**config.mk**
```make
export PLATFORM = sky130hd
export DESIGN_NAME = dtl_ctrl
export DESIGN_NICKNAME = d
export VERILOG_FILES = /design/src/hw/rtl/dtl_pkg.sv /design/src/hw/rtl/dtl_ctrl.sv
export SDC_FILE = /design/constraint.sdc
export NUM_CORES = 1
export LEC_CHECK = 0
export BUFFER_PORTS_ARGS = -buffer_cell sky130_fd_sc_hd__buf_4
export CAP_MARGIN = 20
export CORE_MARGIN = 4
export CORE_UTILIZATION = 50
export CTS_BUF_LIST = sky130_fd_sc_hd__clkbuf_4
export CTS_CLUSTER_DIAMETER = 150
export DETAILED_ROUTE_END_ITERATION = 10
export PLACE_DENSITY = 0.86
export SYNTH_ARGS = -nofsm -noshare
export SYNTH_HDL_FRONTEND = slang
export SYNTH_SLANG_ARGS = --single-unit
```
**constraint.sdc**
```tcl
create_clock -name clock -period 2 [get_ports clock]
set_clock_uncertainty 0.1 [all_clocks]
set_input_delay 0.5 -clock clock [delete_from_list [all_inputs] [get_ports clock]]
set_output_delay 0.5 -clock clock [all_outputs]
set_load 0.05 [all_outputs]
```
**src/hw/rtl/dtl_pkg.sv**
```systemverilog
package dtl_pkg;

   localparam int INPUTS   = 16;
   localparam int NEURONS  = 16;
   localparam int ELEM_W   = 4;
   localparam int NRN_W    = 4;
   localparam int ADDR_W   = NRN_W + ELEM_W;
   localparam int DATA_W   = 16;
   localparam int ACT_W    = 14;
   localparam int ACC_W    = 40;
   localparam int PROD_W   = 33;
   localparam int LE_W     = 17;
   localparam int ROM_HALF = 2048;
   localparam int EXP_LIMIT = 1280;
   localparam logic [15:0] LEARN_RATE_RESET = 16'd655;

   typedef enum logic [1:0] {
      OP_LOAD_WEIGHT = 2'd0,
      OP_LOAD_BIAS   = 2'd1,
      OP_INPUT_ELEM  = 2'd2,
      OP_TARGET      = 2'd3
   } op_type;

   typedef enum logic [3:0] {
      ST_IDLE,
      ST_FWD_INIT,
      ST_FWD_MAC,
      ST_FWD_DRAIN1,
      ST_FWD_DRAIN2,
      ST_FWD_ROM,
      ST_FWD_OUT,
      ST_UPD_ERR,
      ST_UPD_LE,
      ST_UPD_MAC,
      ST_UPD_DRAIN1,
      ST_UPD_DRAIN2,
      ST_UPD_BIAS
   } state_type;

   typedef struct packed {
      logic              acc_init;
      logic              mac_issue;
      logic              upd_mode;
      logic              rom_load;
      logic              out_emit;
      logic              out_last;
      logic              err_calc;
      logic              le_calc;
      logic              bias_upd;
      logic [NRN_W-1:0]  nrn_idx;
      logic [ELEM_W-1:0] elem_idx;
   } cmd_type;

   typedef logic [12:0] tanh_tab_type [0:ROM_HALF];

   function automatic logic [63:0] mul_shr62(logic [63:0] a, logic [63:0] b);
      logic [127:0] p;
      p = {64'd0, a} * {64'd0, b};
      return p[125:62] + {63'd0, p[61]};
   endfunction

   function automatic logic [63:0] udiv64(logic [63:0] a, logic [63:0] b);
      logic [63:0] quo;
      logic [64:0] rem;
      quo = '0;
      rem = '0;
      for (int i = 63; i >= 0; i--) begin
         rem = {rem[63:0], a[i]};
         if (rem >= {1'b0, b}) begin
            rem    = rem - {1'b0, b};
            quo[i] = 1'b1;
         end
      end
      return quo;
   endfunction

   function automatic tanh_tab_type build_tanh();
      tanh_tab_type tab;
      logic [63:0]  term;
      logic [63:0]  c;
      logic [63:0]  e48;
      logic [63:0]  e34;
      logic [63:0]  num;
      logic [63:0]  den;
      logic [63:0]  q;
      term = 64'd1 << 62;
      c    = 64'd0;
      e48  = 64'd1 << 48;
      for (int n = 1; n < 40; n++) begin
         if (term != 64'd0) begin
            c    = c + term;
            term = udiv64(term >> 7, 64'(n));
         end
      end
      for (int k = 0; k <= ROM_HALF; k++) begin
         if (k < EXP_LIMIT) begin
            e34 = (e48 + (64'd1 << 13)) >> 14;
            num = e34 - (64'd1 << 34);
            den = e34 + (64'd1 << 34);
            q   = udiv64(num * 64'd8192 + den, den * 64'd2);
            tab[k] = q[12:0];
            e48 = mul_shr62(e48, c);
         end else begin
            tab[k] = 13'd4096;
         end
      end
      return tab;
   endfunction

   localparam tanh_tab_type TANH_TAB = build_tanh();

endpackage

```
**src/hw/rtl/dtl_ctrl.sv**
```systemverilog
module dtl_ctrl (
   input  logic                      clock,
   input  logic                      reset,
   input  logic                      start,
   input  logic [1:0]                req_op,
   input  logic [dtl_pkg::NRN_W-1:0] req_neuron_sel,
   input  logic                      req_last_elem,
   output logic                      busy,
   output dtl_pkg::cmd_type          cmd
);

   dtl_pkg::state_type state_ff, state_in;
   logic [dtl_pkg::NRN_W-1:0]  nrn_ff, nrn_in;
   logic [dtl_pkg::ELEM_W-1:0] elem_ff, elem_in;
   logic accept;
   logic elem_end;
   logic nrn_end;

   assign accept   = start && (state_ff == dtl_pkg::ST_IDLE);
   assign elem_end = (elem_ff == dtl_pkg::ELEM_W'(dtl_pkg::INPUTS - 1));
   assign nrn_end  = (nrn_ff == dtl_pkg::NRN_W'(dtl_pkg::NEURONS - 1));
   assign busy     = (state_ff != dtl_pkg::ST_IDLE);

   always_ff @(posedge clock) begin
      if (reset) begin
         state_ff <= dtl_pkg::ST_IDLE;
         nrn_ff   <= '0;
         elem_ff  <= '0;
      end else begin
         state_ff <= state_in;
         nrn_ff   <= nrn_in;
         elem_ff  <= elem_in;
      end
   end

   always_comb begin
      state_in = state_ff;
      nrn_in   = nrn_ff;
      elem_in  = elem_ff;
      unique case (state_ff)
         dtl_pkg::ST_IDLE: begin
            elem_in = '0;
            if (accept && req_op == dtl_pkg::OP_INPUT_ELEM && req_last_elem) begin
               nrn_in   = '0;
               state_in = dtl_pkg::ST_FWD_INIT;
            end else if (accept && req_op == dtl_pkg::OP_TARGET &&
                         {1'b0, req_neuron_sel} < (dtl_pkg::NRN_W + 1)'(dtl_pkg::NEURONS)) begin
               nrn_in   = req_neuron_sel;
               state_in = dtl_pkg::ST_UPD_ERR;
            end
         end
         dtl_pkg::ST_FWD_INIT: begin
            elem_in  = '0;
            state_in = dtl_pkg::ST_FWD_MAC;
         end
         dtl_pkg::ST_FWD_MAC: begin
            elem_in = elem_ff + 1'b1;
            if (elem_end) state_in = dtl_pkg::ST_FWD_DRAIN1;
         end
         dtl_pkg::ST_FWD_DRAIN1: state_in = dtl_pkg::ST_FWD_DRAIN2;
         dtl_pkg::ST_FWD_DRAIN2: state_in = dtl_pkg::ST_FWD_ROM;
         dtl_pkg::ST_FWD_ROM:    state_in = dtl_pkg::ST_FWD_OUT;
         dtl_pkg::ST_FWD_OUT: begin
            if (nrn_end) begin
               state_in = dtl_pkg::ST_IDLE;
            end else begin
               nrn_in   = nrn_ff + 1'b1;
               state_in = dtl_pkg::ST_FWD_INIT;
            end
         end
         dtl_pkg::ST_UPD_ERR: state_in = dtl_pkg::ST_UPD_LE;
         dtl_pkg::ST_UPD_LE: begin
            elem_in  = '0;
            state_in = dtl_pkg::ST_UPD_MAC;
         end
         dtl_pkg::ST_UPD_MAC: begin
            elem_in = elem_ff + 1'b1;
            if (elem_end) state_in = dtl_pkg::ST_UPD_DRAIN1;
         end
         dtl_pkg::ST_UPD_DRAIN1: state_in = dtl_pkg::ST_UPD_DRAIN2;
         dtl_pkg::ST_UPD_DRAIN2: state_in = dtl_pkg::ST_UPD_BIAS;
         dtl_pkg::ST_UPD_BIAS:   state_in = dtl_pkg::ST_IDLE;
         default:                state_in = dtl_pkg::ST_IDLE;
      endcase
   end

   always_comb begin
      cmd          = '0;
      cmd.nrn_idx  = nrn_ff;
      cmd.elem_idx = elem_ff;
      unique case (state_ff)
         dtl_pkg::ST_FWD_INIT: cmd.acc_init  = 1'b1;
         dtl_pkg::ST_FWD_MAC:  cmd.mac_issue = 1'b1;
         dtl_pkg::ST_FWD_ROM:  cmd.rom_load  = 1'b1;
         dtl_pkg::ST_FWD_OUT: begin
            cmd.out_emit = 1'b1;
            cmd.out_last = nrn_end;
         end
         dtl_pkg::ST_UPD_ERR: begin
            cmd.upd_mode = 1'b1;
            cmd.err_calc = 1'b1;
         end
         dtl_pkg::ST_UPD_LE: begin
            cmd.upd_mode = 1'b1;
            cmd.le_calc  = 1'b1;
         end
         dtl_pkg::ST_UPD_MAC: begin
            cmd.upd_mode  = 1'b1;
            cmd.mac_issue = 1'b1;
         end
         dtl_pkg::ST_UPD_DRAIN1, dtl_pkg::ST_UPD_DRAIN2: cmd.upd_mode = 1'b1;
         dtl_pkg::ST_UPD_BIAS: begin
            cmd.upd_mode = 1'b1;
            cmd.bias_upd = 1'b1;
         end
         default: ;
      endcase
   end

endmodule

```
==> impl_metrics.tcl <==
set metrics [dict create \
    drive_above_1_share 0.5000 \
    num_vias 1004 \
    utilization 0.8818 \
    critical-path-slowest-cell "or3b_4" \
    synthCells 98 \
    wl_um 2972 \
    status "finished, violations left" \
    fin_ws_ns -0.03387 \
    die-area_mm2 0.002324 \
    worst-path-buf-inv 1 \
    ant_nets 0 \
    drcViolationCount 0 \
    drtPass1Iterations 4 \
    synth-xor-area-share 0.01084 \
    cp-endpoint "cmd[15]" \
    synthDistinctLibCells 40 \
    hold_violations 0 \
    drv_cap 0 \
    p_leak_nw 0.5837 \
    grt_pass1_wl_um 3808 \
    cts_sinks 12 \
    grt_use_total 0.2286 \
    crit_start "state_ff[1]" \
    numCtsBuffers 3 \
    layout_common_cells "buf_4 (39), nor2_1 (8), a21oi_1 (8)" \
    critPathRequiredTime_ns 1.40 \
    crit_family "simple AND/OR/NAND/NOR gates" \
    cp_data_arrival_time_ns 1.43 \
    violations "negative setup slack" \
    start_kind "flip-flop" \
    fin_cells 162 \
    ys_async_sr_fraction 0 \
    endpoint_kind "output port" \
    synth_compound_area_frac 0.3235 \
    grt_pass1_vias 857 \
    setup_viol 4 \
    gr-total-overflow 0 \
    slew_headroom 0.7954 \
    grt.busiest_layer "met2" \
    portBuffers 27 \
    yosysSeqAreaShare 0.2972 \
    min_period_ns 2.034 \
    holdWs_ns 0.4108 \
    min_period_over_period 1.017 \
    synth_fp_nets 110 \
    cts-root-buf "clkbuf_4" \
    worst_slew_pin_slew_ns 0.3030 \
    slew_violations 0 \
    die_width_um 48.21 \
    core_area_mm2 0.001524 \
    worstReg2RegStart "state_ff[3]" \
    grtUsageMet2 0.4141 \
    viasPerCell 6.198 \
    power_density_mw_per_mm2 1420 \
    met1_usage 0.2870 \
    ys_ff_latch 12 \
    area_growth_pct 66.25 \
    min_path_type "in -> reg" \
    use_met3 0.02583 \
    gp_congestion 0.8376 \
    clk_pin_slew_worst_paths_ns 0.08 \
    synthAdderAreaFrac 0.03096 \
    synth.yosys.warnings 0 \
    ir_drop_uv 944.3 \
    fmax_mhz 491.7 \
    r2r_slack_ns 0.11 \
    synthesis.area_um2 808.3 \
    hold_buffers 0 \
    htree_num_levels 1 \
    n_fill_cell 81 \
    initial_core_util 0.5304 \
    wl_per_cell_um 18.35 \
    antennaDiodeCount 0 \
    cts_buffer_depth 2 \
    fin_nets 159 \
    grt_setup_unrepaired "true" \
    synth_top_family_by_area "compound AO/OA/AOI/OAI gates" \
    clock_latency_ns 0.28 \
    placedCellCount 145 \
    io_pins 28 \
    path_cells "or3b_4, a21oi_4, buf_6" \
    row_count 14 \
    die_h_um 48.21 \
    antenna_found_initial 0 \
    path_max_fanout 5 \
    synth-simple-area-share 0.2601 \
    tritoncts "done" \
    yosys_most_used_dff "dfxtp_1" \
    reg2regPathDepth 7 \
    synth-edff-count 0 \
    synthMuxAreaShare 0.02477 \
    dp_hpwl_um 1790 \
    crit_type "reg -> out" \
    worstReg2RegEnd "nrn_ff[0]" \
    final_common_cell "buf_4" \
    max_stage_delay_ns 0.41 \
    crit_cells 3 \
    grt_max_degree 15 \
    drt_iter0_markers 41 \
    synth.avg_cell_area_um2 8.248 \
]
==> synthesized netlist by cell type, types with 2 or more instances <==
cell type	instances	area, µm²
nand2_1	7	26.28
nand3_1	4	20.02
mux2i_1	2	20.02
a21oi_1	8	40.04
o21ai_0	3	15.01
a211oi_2	4	50.05
inv_1	3	11.26
a311oi_1	2	17.52
inv_2	2	7.510
nor2_1	8	30.03
ha_1	2	25.02
a22oi_1	4	30.03
dfxtp_1	12	240.2
nor3_1	2	10.01
a211oi_1	2	15.01
nand2b_1	5	31.28
o21a_1	2	15.01
clkbuf_1	4	15.01
==> worst min-delay path by stage <==
stage,start,to,slack [ns],cells after the start
floorplan,reset,state_ff[1],0.50,1
global placement,elem_ff[3],elem_ff[3],0.41,1
detailed placement,elem_ff[3],elem_ff[3],0.41,1
CTS,state_ff[1],state_ff[1],0.40,1
global route,reset,nrn_ff[0],0.41,2
finish,reset,state_ff[3],0.41,2
==> power by group <==
part           switching (mW)  internal (mW)  leakage (nW)  total [mW]
clock network          0.0894         0.0724        0.0154       0.162
registers               0.124          0.316         0.101       0.440
logic                   0.716          0.589         0.467        1.31
==> per-stage QoR <==
step	instance area, µm²	power (mW)	setup WS (ns)	TNS [ns]
5_1_grt	1344	1.989	-0.05051	-0.2117
4_1_cts	1226	1.685	0.001653	0
3_3_place_gp	1120	1.409	0.1652	0
6_report	1344	1.908	-0.03387	-0.08464
2_1_floorplan	848.3	1.111	-0.1320	-0.3055
3_5_place_dp	1120	1.432	0.1054	0
==> kinds of logic (layout without fill, tap and decap cells) <==
logic type / count (synthesis) / count (layout)
AND/OR/NAND/NOR: 37 / 37
AO/OA/AOI/OAI: 33 / 33
flip-flops: 12 / 12
buffers and inverters: 11 / 59
adder cells (fa/ha/maj): 2 / 2
multiplexers: 2 / 2
XOR/XNOR: 1 / 1
==> metal layers <==
layer | vias to the layer above | wire (µm)
met2 | 44 | 1508
met1 | 485 | 1237
met4 | 0 | 51
met5 | - | 0
li1 | 469 | -
met3 | 6 | 174
==> repair_timing <==
item                       CTS  global route
buffers inserted             4             9
pin swaps                    1             4
setup endpoints to repair    8             6
gates resized for setup     14            12
==> cell type report <==
class,instances,area [µm²],area share
Multi-Input combinational cell,75,590.6,0.4395
Clock buffer,3,22.52,0.01676
Inverter,5,23.77,0.01769
Timing Repair Buffer,50,426.7,0.3175
Clock inverter,1,3.754,0.002793
Sequential cell,12,256.5,0.1909
Tap cell,16,20.02,0.01490
==> flip-flops by register name, indices dropped and copies added, names as in the netlist <==
name	count
state_ff	4
nrn_ff	4
elem_ff	4
(Power assumes the default switching activity.)
